===== src/hdl/graph_store_bfs_dfs_engine_core_assert.svh =====
// ----------------------------------------------------------------------------
// graph_store_bfs_dfs_engine_core_assert.svh
// Assertion macros for the graph store engine.
// ----------------------------------------------------------------------------
`ifndef GRAPH_STORE_BFS_DFS_ENGINE_CORE_ASSERT_SVH
`define GRAPH_STORE_BFS_DFS_ENGINE_CORE_ASSERT_SVH

// same-cycle implication
`define GSBDE_ASSERT(lbl, ante, cons, msg) \
  lbl: assert property (@(posedge clk) disable iff (rst) (ante) |-> (cons)) \
    else $error(msg);

// next-cycle implication
`define GSBDE_ASSERT_NEXT(lbl, ante, cons, msg) \
  lbl: assert property (@(posedge clk) disable iff (rst) (ante) |=> (cons)) \
    else $error(msg);

`endif


===== src/hdl/gsbde_pkg.sv =====
// ----------------------------------------------------------------------------
// gsbde_pkg
// Opcodes, status codes and fixed field widths of the graph store engine.
// ----------------------------------------------------------------------------
`default_nettype none

package gsbde_pkg;

  localparam int OP_BITS  = 3;
  localparam int ST_BITS  = 3;
  localparam int CFG_BITS = 5;

  localparam logic [OP_BITS-1:0] OP_CLEAR = 3'd0;
  localparam logic [OP_BITS-1:0] OP_ADD_V = 3'd1;
  localparam logic [OP_BITS-1:0] OP_DEL_V = 3'd2;
  localparam logic [OP_BITS-1:0] OP_ADD_E = 3'd3;
  localparam logic [OP_BITS-1:0] OP_DEL_E = 3'd4;
  localparam logic [OP_BITS-1:0] OP_DFS   = 3'd5;
  localparam logic [OP_BITS-1:0] OP_BFS   = 3'd6;

  localparam logic [ST_BITS-1:0] ST_OK        = 3'd0;
  localparam logic [ST_BITS-1:0] ST_FULL      = 3'd1;
  localparam logic [ST_BITS-1:0] ST_NOT_FOUND = 3'd2;
  localparam logic [ST_BITS-1:0] ST_LIST_FULL = 3'd3;
  localparam logic [ST_BITS-1:0] ST_NONE      = 3'd4;

endpackage

`default_nettype wire


===== src/hdl/graph_store_bfs_dfs_engine_core.sv =====
// ----------------------------------------------------------------------------
// graph_store_bfs_dfs_engine_core
// Directed graph store in labelled slots with ordered neighbor lists held in
// a synchronous-read memory; edits and depth/breadth-first walks.
// ----------------------------------------------------------------------------
//  channel  handshake          payload
//  item     item_valid/stall   opcode, first_label, second_label
//  result   result_valid/stall vertex_label, status, last_result
//  cfg      cfg_valid/ready    slots_in_use
//
//  Label lookup scans one slot per cycle for each endpoint; list entries
//  are read through the neighbor memory port, and vertex delete sweeps
//  all lists, compacting each. Depth-first scans slots for a root, then
//  reads the edges of the stack top; breadth-first reads the edges of each
//  dequeued vertex. Reset empties the graph, no pass. A walk runs one
//  result ahead of a stalled output, then holds.
// ----------------------------------------------------------------------------
`default_nettype none
`include "graph_store_bfs_dfs_engine_core_assert.svh"

module graph_store_bfs_dfs_engine_core #(
  parameter int MAX_SLOTS  = 16,
  parameter int MAX_DEGREE = 16,
  parameter int LABEL_BITS = 15
) (
  input  wire logic                           clk,
  input  wire logic                           rst,
  input  wire logic                           item_valid,
  output logic                                item_stall,
  input  wire logic [gsbde_pkg::OP_BITS-1:0]  opcode,
  input  wire logic [LABEL_BITS-1:0]          first_label,
  input  wire logic [LABEL_BITS-1:0]          second_label,
  output logic                                result_valid,
  input  wire logic                           result_stall,
  output logic [LABEL_BITS-1:0]               vertex_label,
  output logic [gsbde_pkg::ST_BITS-1:0]       status,
  output logic                                last_result,
  input  wire logic                           cfg_valid,
  output logic                                cfg_ready,
  input  wire logic [gsbde_pkg::CFG_BITS-1:0] slots_in_use
);
  import gsbde_pkg::*;

  localparam int SW    = $clog2(MAX_SLOTS);
  localparam int SCW   = $clog2(MAX_SLOTS + 1);
  localparam int PW    = $clog2(MAX_DEGREE);
  localparam int CW    = $clog2(MAX_DEGREE + 1);
  localparam int DEPTH = MAX_SLOTS * MAX_DEGREE;
  localparam int AW    = $clog2(DEPTH);
  localparam int CFG_RST = ((MAX_SLOTS % 32) == 0) ? 31 : (MAX_SLOTS % 32);
  localparam int ACT_RST = (CFG_RST > MAX_SLOTS) ? MAX_SLOTS : CFG_RST;

  typedef enum logic [4:0] {
    S_IDLE, S_FIND, S_DV_RD, S_DV_WR, S_DE_RD, S_DE_CHK, S_SH_RD, S_SH_WR,
    S_AE_WR, S_DF_ROOT, S_DF_TOP, S_DF_NB, S_BF_HEAD, S_BF_RD, S_BF_NB,
    S_EMIT, S_FLUSH
  } state_t;

  state_t                state;
  logic [OP_BITS-1:0]    op;
  logic                  phase;
  logic [LABEL_BITS-1:0] key;
  logic [LABEL_BITS-1:0] key_b;
  logic [SCW-1:0]        fi;
  logic [SW-1:0]         si;
  logic [SW-1:0]         di;
  logic [SW-1:0]         vi;
  logic [SW-1:0]         u;
  logic [SCW-1:0]        i;
  logic [CW-1:0]         p;
  logic [CW-1:0]         k;
  logic [SCW-1:0]        r;
  logic [SCW-1:0]        sp;
  logic [SCW-1:0]        head;
  logic [SCW-1:0]        tail;
  logic [SCW-1:0]        active;
  logic [CFG_BITS-1:0]   cfg_reg;
  logic [ST_BITS-1:0]    done_status;
  logic                  hold_valid;
  logic [LABEL_BITS-1:0] hold_label;

  logic [MAX_SLOTS-1:0]  occupied;
  logic [MAX_SLOTS-1:0]  visited;
  logic [CW-1:0]         count      [MAX_SLOTS];
  logic [LABEL_BITS-1:0] slot_label [MAX_SLOTS];
  logic [SW-1:0]         stk_slot   [MAX_SLOTS];
  logic [CW-1:0]         stk_pos    [MAX_SLOTS];
  logic [SW-1:0]         queue      [MAX_SLOTS];

  logic [SW-1:0]         nbr_mem [DEPTH];
  logic [SW-1:0]         mem_rdata;
  logic                  mem_re;
  logic [AW-1:0]         mem_raddr;
  logic                  mem_we;
  logic [AW-1:0]         mem_waddr;
  logic [SW-1:0]         mem_wdata;

  logic [SW-1:0]         fi_i;
  logic [SW-1:0]         i_i;
  logic [SW-1:0]         top_idx;
  logic [SW-1:0]         top_slot;
  logic [CW-1:0]         top_pos;
  logic [SW-1:0]         lbl_raddr;
  logic [LABEL_BITS-1:0] lbl_rdata;
  logic [SW-1:0]         cnt_raddr;
  logic [CW-1:0]         cnt_rdata;
  logic [CW-1:0]         p1;
  logic                  free_found;
  logic [SW-1:0]         free_slot;
  logic                  fnd;
  logic                  match;
  logic                  usable_w;
  logic                  usable_r;
  logic                  out_free;
  logic                  can_push;
  logic [SW-1:0]         found_slot;
  logic [SCW-1:0]        active_next;

  function automatic logic [AW-1:0] naddr(input logic [SW-1:0] s, input logic [CW-1:0] q);
    return AW'(s) * AW'(MAX_DEGREE) + AW'(q[PW-1:0]);
  endfunction

  assign item_stall = (state != S_IDLE);
  assign cfg_ready  = 1'b1;

  assign fi_i      = fi[SW-1:0];
  assign i_i       = i[SW-1:0];
  assign top_idx   = SW'(sp - SCW'(1));
  assign top_slot  = stk_slot[top_idx];
  assign top_pos   = stk_pos[top_idx];
  assign lbl_rdata = slot_label[lbl_raddr];
  assign cnt_rdata = count[cnt_raddr];
  assign p1        = p + CW'(1);
  assign fnd       = (fi != active);
  assign match     = occupied[fi_i] && (lbl_rdata == key);
  assign usable_w  = (SCW'(mem_rdata) < active) && occupied[mem_rdata] && !visited[mem_rdata];
  assign usable_r  = occupied[r[SW-1:0]] && !visited[r[SW-1:0]];
  assign out_free  = !result_valid || !result_stall;
  assign can_push  = !hold_valid || out_free;
  assign found_slot = fnd ? fi_i : free_slot;

  always_comb begin
    if (int'(cfg_reg) > MAX_SLOTS) begin
      active_next = SCW'(MAX_SLOTS);
    end else if (cfg_reg == '0) begin
      active_next = SCW'(1);
    end else begin
      active_next = SCW'(cfg_reg);
    end
  end

  always_comb begin
    free_found = 1'b0;
    free_slot  = '0;
    for (int n = MAX_SLOTS - 1; n >= 0; n--) begin
      if ((SCW'(n) < active) && !occupied[n]) begin
        free_found = 1'b1;
        free_slot  = SW'(n);
      end
    end
  end

  always_comb begin
    unique case (state)
      S_DF_TOP: begin
        lbl_raddr = top_slot;
        cnt_raddr = top_slot;
      end
      S_BF_RD: begin
        lbl_raddr = u;
        cnt_raddr = u;
      end
      S_DV_RD: begin
        lbl_raddr = fi_i;
        cnt_raddr = i_i;
      end
      default: begin
        lbl_raddr = fi_i;
        cnt_raddr = si;
      end
    endcase
  end

  always_comb begin
    mem_re    = 1'b0;
    mem_raddr = '0;
    mem_we    = 1'b0;
    mem_waddr = '0;
    mem_wdata = mem_rdata;
    unique case (state)
      S_DV_RD: begin
        mem_re    = (i != SCW'(MAX_SLOTS)) && (p < cnt_rdata);
        mem_raddr = naddr(i_i, p);
      end
      S_DV_WR: begin
        mem_we    = (mem_rdata != vi);
        mem_waddr = naddr(i_i, k);
      end
      S_DE_RD: begin
        mem_re    = (p < cnt_rdata);
        mem_raddr = naddr(si, p);
      end
      S_SH_RD: begin
        mem_re    = (p1 < cnt_rdata);
        mem_raddr = naddr(si, p1);
      end
      S_SH_WR: begin
        mem_we    = 1'b1;
        mem_waddr = naddr(si, p);
      end
      S_AE_WR: begin
        mem_we    = (cnt_rdata < CW'(MAX_DEGREE));
        mem_waddr = naddr(si, cnt_rdata);
        mem_wdata = di;
      end
      S_DF_TOP: begin
        mem_re    = (top_pos < cnt_rdata);
        mem_raddr = naddr(top_slot, top_pos);
      end
      S_BF_RD: begin
        mem_re    = (p < cnt_rdata);
        mem_raddr = naddr(u, p);
      end
      default: begin
      end
    endcase
  end

  always_ff @(posedge clk) begin
    if (mem_we) begin
      nbr_mem[mem_waddr] <= mem_wdata;
    end
    if (mem_re) begin
      mem_rdata <= nbr_mem[mem_raddr];
    end
  end

  always_ff @(posedge clk) begin
    if (rst) begin
      state        <= S_IDLE;
      result_valid <= 1'b0;
      hold_valid   <= 1'b0;
      occupied     <= '0;
      active       <= SCW'(ACT_RST);
      cfg_reg      <= CFG_BITS'(CFG_RST);
      sp           <= '0;
      head         <= '0;
      tail         <= '0;
      for (int n = 0; n < MAX_SLOTS; n++) begin
        count[n] <= '0;
      end
    end else begin
      if (cfg_valid && cfg_ready) begin
        cfg_reg <= slots_in_use;
      end
      if (result_valid && !result_stall) begin
        result_valid <= 1'b0;
      end

      unique case (state)
        S_IDLE: begin
          if (item_valid) begin
            op    <= opcode;
            key   <= first_label;
            key_b <= second_label;
            phase <= 1'b0;
            fi    <= '0;
            unique case (opcode)
              OP_CLEAR: begin
                active   <= active_next;
                occupied <= '0;
                for (int n = 0; n < MAX_SLOTS; n++) begin
                  count[n] <= '0;
                end
                done_status <= ST_OK;
                state       <= S_EMIT;
              end
              OP_ADD_V: begin
                if (free_found) begin
                  occupied[free_slot]   <= 1'b1;
                  slot_label[free_slot] <= first_label;
                  count[free_slot]      <= '0;
                end
                done_status <= free_found ? ST_OK : ST_FULL;
                state       <= S_EMIT;
              end
              OP_DEL_V, OP_ADD_E, OP_DEL_E: begin
                state <= S_FIND;
              end
              OP_DFS: begin
                visited    <= '0;
                hold_valid <= 1'b0;
                r          <= '0;
                state      <= S_DF_ROOT;
              end
              OP_BFS: begin
                hold_valid <= 1'b0;
                if (occupied[0]) begin
                  visited    <= MAX_SLOTS'(1);
                  queue[0]   <= '0;
                  head       <= '0;
                  tail       <= SCW'(1);
                  state      <= S_BF_HEAD;
                end else begin
                  visited <= '0;
                  state   <= S_FLUSH;
                end
              end
              default: begin
                done_status <= ST_OK;
                state       <= S_EMIT;
              end
            endcase
          end
        end

        S_FIND: begin
          if (!fnd || match) begin
            unique case (op)
              OP_DEL_V: begin
                if (!fnd) begin
                  done_status <= ST_NOT_FOUND;
                  state       <= S_EMIT;
                end else begin
                  vi    <= fi_i;
                  i     <= '0;
                  p     <= '0;
                  k     <= '0;
                  state <= S_DV_RD;
                end
              end
              OP_ADD_E: begin
                if (fnd || free_found) begin
                  if (!fnd) begin
                    occupied[free_slot]   <= 1'b1;
                    slot_label[free_slot] <= key;
                    count[free_slot]      <= '0;
                  end
                  if (!phase) begin
                    si    <= found_slot;
                    phase <= 1'b1;
                    key   <= key_b;
                    fi    <= '0;
                  end else begin
                    di    <= found_slot;
                    state <= S_AE_WR;
                  end
                end else begin
                  done_status <= ST_FULL;
                  state       <= S_EMIT;
                end
              end
              OP_DEL_E: begin
                if (!fnd) begin
                  done_status <= ST_NOT_FOUND;
                  state       <= S_EMIT;
                end else if (!phase) begin
                  si    <= fi_i;
                  phase <= 1'b1;
                  key   <= key_b;
                  fi    <= '0;
                end else begin
                  di    <= fi_i;
                  p     <= '0;
                  state <= S_DE_RD;
                end
              end
              default: begin
                done_status <= ST_OK;
                state       <= S_EMIT;
              end
            endcase
          end else begin
            fi <= fi + SCW'(1);
          end
        end

        S_DV_RD: begin
          if (i == SCW'(MAX_SLOTS)) begin
            occupied[vi] <= 1'b0;
            count[vi]    <= '0;
            done_status  <= ST_OK;
            state        <= S_EMIT;
          end else if (p < cnt_rdata) begin
            p     <= p + CW'(1);
            state <= S_DV_WR;
          end else begin
            count[i_i] <= k;
            i          <= i + SCW'(1);
            p          <= '0;
            k          <= '0;
          end
        end

        S_DV_WR: begin
          if (mem_rdata != vi) begin
            k <= k + CW'(1);
          end
          state <= S_DV_RD;
        end

        S_DE_RD: begin
          if (p < cnt_rdata) begin
            state <= S_DE_CHK;
          end else begin
            done_status <= ST_NOT_FOUND;
            state       <= S_EMIT;
          end
        end

        S_DE_CHK: begin
          if (mem_rdata == di) begin
            state <= S_SH_RD;
          end else begin
            p     <= p1;
            state <= S_DE_RD;
          end
        end

        S_SH_RD: begin
          if (p1 < cnt_rdata) begin
            state <= S_SH_WR;
          end else begin
            count[si]   <= cnt_rdata - CW'(1);
            done_status <= ST_OK;
            state       <= S_EMIT;
          end
        end

        S_SH_WR: begin
          p     <= p1;
          state <= S_SH_RD;
        end

        S_AE_WR: begin
          if (cnt_rdata < CW'(MAX_DEGREE)) begin
            count[si]   <= cnt_rdata + CW'(1);
            done_status <= ST_OK;
          end else begin
            done_status <= ST_LIST_FULL;
          end
          state <= S_EMIT;
        end

        S_DF_ROOT: begin
          if (r == active) begin
            state <= S_FLUSH;
          end else if (usable_r) begin
            visited[r[SW-1:0]] <= 1'b1;
            stk_slot[0]        <= r[SW-1:0];
            stk_pos[0]         <= '0;
            sp                 <= SCW'(1);
            state              <= S_DF_TOP;
          end else begin
            r <= r + SCW'(1);
          end
        end

        S_DF_TOP: begin
          if (top_pos < cnt_rdata) begin
            stk_pos[top_idx] <= top_pos + CW'(1);
            state            <= S_DF_NB;
          end else if (can_push) begin
            if (hold_valid) begin
              result_valid <= 1'b1;
              vertex_label <= hold_label;
              status       <= ST_OK;
              last_result  <= 1'b0;
            end
            hold_valid <= 1'b1;
            hold_label <= lbl_rdata;
            sp         <= sp - SCW'(1);
            if (sp == SCW'(1)) begin
              r     <= r + SCW'(1);
              state <= S_DF_ROOT;
            end
          end
        end

        S_DF_NB: begin
          if (usable_w && (sp < SCW'(MAX_SLOTS))) begin
            visited[mem_rdata]  <= 1'b1;
            stk_slot[SW'(sp)]   <= mem_rdata;
            stk_pos[SW'(sp)]    <= '0;
            sp                  <= sp + SCW'(1);
          end
          state <= S_DF_TOP;
        end

        S_BF_HEAD: begin
          if (head == tail) begin
            state <= S_FLUSH;
          end else begin
            u     <= queue[SW'(head)];
            head  <= head + SCW'(1);
            p     <= '0;
            state <= S_BF_RD;
          end
        end

        S_BF_RD: begin
          if (p < cnt_rdata) begin
            p     <= p1;
            state <= S_BF_NB;
          end else if (can_push) begin
            if (hold_valid) begin
              result_valid <= 1'b1;
              vertex_label <= hold_label;
              status       <= ST_OK;
              last_result  <= 1'b0;
            end
            hold_valid <= 1'b1;
            hold_label <= lbl_rdata;
            state      <= S_BF_HEAD;
          end
        end

        S_BF_NB: begin
          if (usable_w && (tail < SCW'(MAX_SLOTS))) begin
            visited[mem_rdata] <= 1'b1;
            queue[SW'(tail)]   <= mem_rdata;
            tail               <= tail + SCW'(1);
          end
          state <= S_BF_RD;
        end

        S_FLUSH: begin
          if (out_free) begin
            result_valid <= 1'b1;
            vertex_label <= hold_valid ? hold_label : '0;
            status       <= hold_valid ? ST_OK : ST_NONE;
            last_result  <= 1'b1;
            hold_valid   <= 1'b0;
            state        <= S_IDLE;
          end
        end

        S_EMIT: begin
          if (out_free) begin
            result_valid <= 1'b1;
            vertex_label <= '0;
            status       <= done_status;
            last_result  <= 1'b1;
            state        <= S_IDLE;
          end
        end

        default: begin
          state <= S_IDLE;
        end
      endcase
    end
  end

  `GSBDE_ASSERT(a_stack_live, state == S_DF_TOP, sp != '0, "stack empty at top read")
  `GSBDE_ASSERT(a_queue_order, state == S_BF_HEAD,
    (head <= tail) && (tail <= SCW'(MAX_SLOTS)), "queue pointers out of order")
  `GSBDE_ASSERT_NEXT(a_hold_drain, (state == S_FLUSH) && out_free,
    !hold_valid && (state == S_IDLE), "held result not drained")

endmodule

`default_nettype wire

===== config.mk =====
export PLATFORM = sky130hd
export DESIGN_NAME = graph_store_bfs_dfs_engine_core
export DESIGN_NICKNAME = d
export VERILOG_FILES = /design/src/hdl/gsbde_pkg.sv /design/src/hdl/graph_store_bfs_dfs_engine_core.sv
export VERILOG_INCLUDE_DIRS = /design/src /design/src/hdl
export SDC_FILE = /design/constraint.sdc
export NUM_CORES = 2
export LEC_CHECK = 0
export BUFFER_PORTS_ARGS = -buffer_cell sky130_fd_sc_hd__buf_2
export CAP_MARGIN = 10
export CORE_UTILIZATION = 33
export DETAILED_ROUTE_END_ITERATION = 10
export HOLD_SLACK_MARGIN = 0.05
export PLACE_DENSITY_LB_ADDON = 0.15
export SYNTH_ARGS = -nofsm -noshare
export SYNTH_HDL_FRONTEND = slang
export SYNTH_SLANG_ARGS = --single-unit

===== constraint.sdc =====
create_clock -name clk -period 15.1 [get_ports clk]
set_input_delay 3.02 -clock clk [delete_from_list [all_inputs] [get_ports clk]]
set_output_delay 3.02 -clock clk [all_outputs]
set_load 0.01 [all_outputs]

# [Word level (Yosys, flattened, before mapping)]
# Memory sizes are Yosys's and may differ from the RTL's. A register that Yosys moved wholly into a read port is not among the register bits.
# Index checks and enable logic that the tools add are counted.
[classes] n_addsub=19 n_lt_le_gt_ge=33 n_eq_ne=94 mux=333 bitwise=26 n_reduce_logical=111
[op_table] operator="2-to-1 mux 5 bit" count=85
[op_table] operator="2-to-1 mux 15 bit" count=16
[op_table] operator="2-to-1 mux 16 bit" count=12
[op_table] operator="2-to-1 mux 4 bit" count=39
[op_table] operator="2-to-1 mux 1 bit" count=118
[op_table] operator="one-hot mux 15 bit (2 select lines)" count=3
[op_table] operator="one-hot mux 5 bit (16 select lines)" count=1
[op_table] operator="!= test 2 bit, second input constant" count=38
[op_table] operator="one-hot mux 5 bit (3 select lines)" count=5
[op_table] operator="one-hot mux 16 bit (2 select lines)" count=2
[op_table] operator="one-hot mux 16 bit (4 select lines)" count=1
[op_table] operator="one-hot mux 15 bit (4 select lines)" count=1
[op_table] operator="one-hot mux 5 bit (2 select lines)" count=6
[op_table] operator="adder 8 x 4 -> 8 bit" count=7
[op_table] operator="adder 5 x 1 -> 5 bit, second input constant" count=10
[op_table] operator="bitwise OR 16 bit" count=3
[op_table] operator="one-hot mux 16 bit (3 select lines)" count=1
[op_table] operator="!= test 3 bit, second input constant" count=15
[op_table] operator="2-to-1 mux 3 bit" count=14
[op_table] operator="== test 5 x 4 -> 1 bit, second input constant" count=8
[op_table] operator="< comparator 4 x 5 -> 1 bit, first input constant" count=8
[op_table] operator="one-hot mux 8 bit (5 select lines)" count=1
[op_table] operator="OR reduction 5 bit" count=7
[op_table] operator="AND reduction 8 bit" count=4
[op_table] operator="other kinds (64)" count=211
[word_totals] regBits=172 mem_bits_rw=1552 inputBits=43 out_inout_bits=22 word_cells=649 n_memories=6
[mem_list] memory="nbr_mem" depth=256 word_bits=4 read_ports=1 rd_ports_with_merged_regs=1 write_ports=1 line_no="graph_store_bfs_dfs_engine_core.sv:90" rtl="logic [SW-1:0] nbr_mem [DEPTH];"
[mem_list] memory="slot_label" depth=16 word_bits=15 read_ports=1 rd_ports_with_merged_regs=0 write_ports=1 line_no="graph_store_bfs_dfs_engine_core.sv:85" rtl="logic [LABEL_BITS-1:0] slot_label [MAX_SLOTS];"
[mem_list] memory="count" depth=16 word_bits=5 read_ports=1 rd_ports_with_merged_regs=0 write_ports=16 line_no="graph_store_bfs_dfs_engine_core.sv:84" rtl="logic [CW-1:0] count [MAX_SLOTS];"
[mem_list] memory="stk_pos" depth=16 word_bits=5 read_ports=1 rd_ports_with_merged_regs=0 write_ports=1 line_no="graph_store_bfs_dfs_engine_core.sv:87" rtl="logic [CW-1:0] stk_pos [MAX_SLOTS];"
[mem_list] memory="queue" depth=16 word_bits=4 read_ports=1 rd_ports_with_merged_regs=1 write_ports=1 line_no="graph_store_bfs_dfs_engine_core.sv:88" rtl="logic [SW-1:0] queue [MAX_SLOTS];"
[mem_list] memory="stk_slot" depth=16 word_bits=4 read_ports=1 rd_ports_with_merged_regs=0 write_ports=1 line_no="graph_store_bfs_dfs_engine_core.sv:86" rtl="logic [SW-1:0] stk_slot [MAX_SLOTS];"

# [Longest topological paths before layout]
[logic_depth] word_depth=31 depth_mapped=31 depth_no_buf=23

# [Worst setup path before layout]
# Ideal clock, no wire load.
[synth_timing] kind="reg2reg" start="register state[0]" end="memory nbr_mem[0][0] (netlist bit), data pin" setup_time_ns=2.188 arrival_ns=11.054 required_ns=12.912 setup_slack_ns=1.858 stages_incl_launch_ff=6 path_buffers=3 synth_period_minus_slack_ns=13.242 path_cell_list="dfxtp_1 -> clkbuf_1 -> clkbuf_1 -> nor3_1 -> clkbuf_1 -> o21ai_0"
[synth_between] elab_chain_cells=2
[synth_lines] item="from (decl)" line_no="graph_store_bfs_dfs_engine_core.sv:59" rtl="state_t state;"
[synth_lines] item="from (signal assigned)" line_no="graph_store_bfs_dfs_engine_core.sv:240" rtl="state <= S_IDLE;"
[synth_lines] item="from (signal assigned)" line_no="graph_store_bfs_dfs_engine_core.sv:276" rtl="state <= S_EMIT;"
[synth_lines] item="from (signal assigned)" line_no="graph_store_bfs_dfs_engine_core.sv:285" rtl="state <= S_EMIT;"
[synth_lines] item="== test 5 x 4 -> 1 bit" line_no="graph_store_bfs_dfs_engine_core.sv:190" rtl="unique case (state)"
[synth_lines] item="2-to-1 mux 4 bit" line_no="graph_store_bfs_dfs_engine_core.sv:190"
[synth_lines] item="net mem_wdata[0]" line_no="graph_store_bfs_dfs_engine_core.sv:96" rtl="logic [SW-1:0] mem_wdata;"
[synth_lines] item="to (decl)" line_no="graph_store_bfs_dfs_engine_core.sv:90"
# The timed path passes the listed nets, and every way through them passes these cells.

==> out/qor.yml <==
placed_design:
  dp_slack_ns: 6.07
  hpwl_um: 152000
  port_buffers: 63
  placedCellCount: 9010
  gp_congestion: 0.909
  postPlaceCellArea_um2: 80000
setup_path:
  cp.arrival_ns: 9.68
  cp-start-kind: "flop"
  endpoint_kind: "flop"
  timing.rr.start: "sp[1]"
  critPathSlowestCell: "o32ai_1"
  crit_fanout: 38
  r2r_cells: 24
  path_buf_inv: 2
  worstSetupPathType: "reg -> reg"
  cp_num_cells: 24
  max_stage_delay_ns: 0.86
  crit_chain: "inv_1 > ha_2 > buf_4 > mux4_2 > nand3_1 > a211oi_1 > nor2_1 > nand4_2 > nand2_1 > and3_1 > a311oi_1 > o31ai_1 > ha_1 > a21o_1 > a21o_1 > a21oi_1 > and2_1 > nand2_1 > o31ai_1 > o21ai_0 > a221o_1 > o32ai_1 > o21ai_1 > nand2_1"
  crit_family: "compound AO/OA/AOI/OAI gates"
  path_common_cell: "nand2_1"
  cp.required_ns: 15.58
  startpoint: "sp[1]"
synth:
  synth.area.top_cells: "edfxtp_1, nand2_1, nand3_1"
  synth.top_cell.area_share: 0.662
  yosysWarnings: 0
  synth_largest_area_cell: "edfxtp_1"
  ys_ff_latch: 1731
  syn-cell-area_um2: 76300
  seq_area_frac_synth: 0.675
  synth-edff-count: 1683
  async_flop_share: 0
  yosysMostFrequentCell: "edfxtp_1"
  ys_types: 105
  avgSynthCellArea_um2: 12.3
  syn_inst: 6229
  synthTopCellsByCount: "edfxtp_1, nand2_1, nor2_1"
  synth_flop_cell: "edfxtp_1"
  syn_nets: 6306
floorplanning:
  die_area_um2: 233000
  die_h_um: 483
  std_cell_rows: 176
  die_w_um: 483
  start_util: 0.332
  core-area_um2: 230000
  ios: 65
routing:
  drt_iter0_drc: 4707
  post-route-drc-count: 0
  ant_nets: 0
  vias: 51300
  firstDrtPassIters: 6
  wl_um: 243000
  wire_per_inst_um: 25.9
  drt-vias-per-instance: 5.47
cts:
  insertion_delay_ns: 0.86
  root_buffer: "clkbuf_16"
  cts_resized: 0
  clkTransAtPathRegs_ns: 0.06
  cts.sink_count: 1731
  htree_levels: 4
  cts_setup_buffers: 0
  cts_buffers: 192
  ctsHoldBuffers: 0
  clock_path_buffers: 3
  cts_tree: "built"
sta:
  finalCritPeriodShare: 0.609
  finalSetupTns_ns: 0
  slew_headroom: 0.184
  rsz0062_at_grt: "no"
  final_max_slew_viol_count: 0
  clock-skew-final_ns: 0.0690
  tightest_slew_ns: 1.22
  final_hold_viol_count: 0
  setup_viol: 0
  period_minus_slack_ns: 9.20
  clock.fmax_mhz: 109
  fin_ws_ns: 5.90
outcome:
  status: "finished clean"
finish:
  fin_cells: 9377
  largest_register: "nbr_mem"
  design_area_um2: 86100
  layout-area-overhead-vs-synth_pct: 12.8
  finalNetCount: 6257
  largest_reg_flops: 1024
  fillers: 22400
  top_regs: "nbr_mem (1024), slot_label (240)"
  drive_above_1_share: 0.0998
global_routing:
  grt_pass1_wl_um: 356000
  gr-total-overflow: 0
  antenna_found_initial: 13
  grt_start_max_net_pins: 195
  gr-usage-all-layers: 0.207
  grt_pass1_vias: 50300
power:
  swShare: 0.360
  power.total_uw: 14800
  ir_drop_mv: 0.146
  p_comb_frac: 0.296
  p_sw_uw: 5340
  internal_power_uw: 9490
  p_clk_frac: 0.303
  power_per_cell_area_nw_per_um2: 172
  seqPwrFrac: 0.401
  power.leakage_uw: 0.0284
flow_run:
  cap_violations: 0
hold_path:
  hp-class: "reg -> reg"
  min_from: "hold_label[13]"
  whs_path_depth: 1
## power groups by stage
stage                     sequential, uW  combinational (uW)  clock (uW)
after detailed placement            6040                4430           0
after floorplan                     6270                2710           0
final                               5950                4400        4490
after CTS                           5940                4440        4590
after global placement              6040                4440           0
after global routing                5950                4760        4770
## cell usage in the layout, fill, tap and decap left out, types with 17 or more instances in the layout
master     instances
nor2_1           532
a211oi_1          25
clkbuf_1          49
ha_1              32
nand4_1           34
nand3_1          507
edfxtp_1        1683
buf_2             63
nand2b_1          31
a31oi_1           59
xnor2_1           22
inv_1             46
mux2i_1          118
o211ai_1          24
nor3b_1           21
and3_1           115
dfxtp_1           47
clkbuf_16        195
a21oi_1          131
mux2_2            30
clkinv_2          24
nand2_1         1364
a22oi_1           17
nand3b_1          17
o22ai_1           31
buf_4            113
nor2b_1           30
and2_1            34
o21ai_0           92
a311oi_1         204
a21o_1            18
clkinv_1          60
a2111oi_0         29
mux4_2            72
xor2_1            36
nor3_1            72
or3_1             17
## layer usage
metal  part of all wire  GRT usage  wire length [um]  vias up
met4              0.029     0.0621              6930        6
met5            0.00014          0                35        -
met3              0.051     0.0272             12300      336
met2               0.47      0.331            113000     1560
met1               0.45      0.291            110000    26200
li1                   -          -                 -    23200
## per-stage QoR
stage / utilization / hold WS (ns)
CTS: 0.374 / 0.516
global route: 0.374 / 0.528
finish: 0.374 / 0.516
detailed placement: 0.348 / 0.501
global placement: 0.348 / 0.504
floorplan: - / 0.455
## cell families after synthesis
| kind of cell | after synthesis | synth area share |
|---|---|---|
| fa+ha+maj | 34 | 0.00567 |
| flops | 1731 | 0.675 |
| buf+inv | 478 | 0.0257 |
| simple gates | 2880 | 0.166 |
| compound gates | 825 | 0.0793 |
| mux | 220 | 0.0412 |
| other cells | 1 | 0.0000491 |
| xor+xnor | 60 | 0.00723 |
## worst paths after layout
kind	end	slack (ns)
worst max-delay path	count[13][1]	5.90
worst min-delay path	vertex_label[13]	0.52
worst max register to register	count[13][1]	5.90
worst min register to register	vertex_label[13]	0.52
## cell type report
| cell class | instances | area [um^2] | share of cell area |
|---|---|---|---|
| sequential | 1731 | 51500 | 0.598 |
| inverter | 49 | 184 | 0.00214 |
| tap | 3026 | 3790 | 0.0440 |
| clock inverter | 112 | 936 | 0.0109 |
| timing repair buffer | 186 | 1360 | 0.0157 |
| clock buffer | 244 | 5060 | 0.0588 |
| multi-input combinational | 4020 | 23200 | 0.270 |
| antenna | 9 | 22.5 | 0.000262 |
Note: power is estimated with default switching activity, not from simulation.
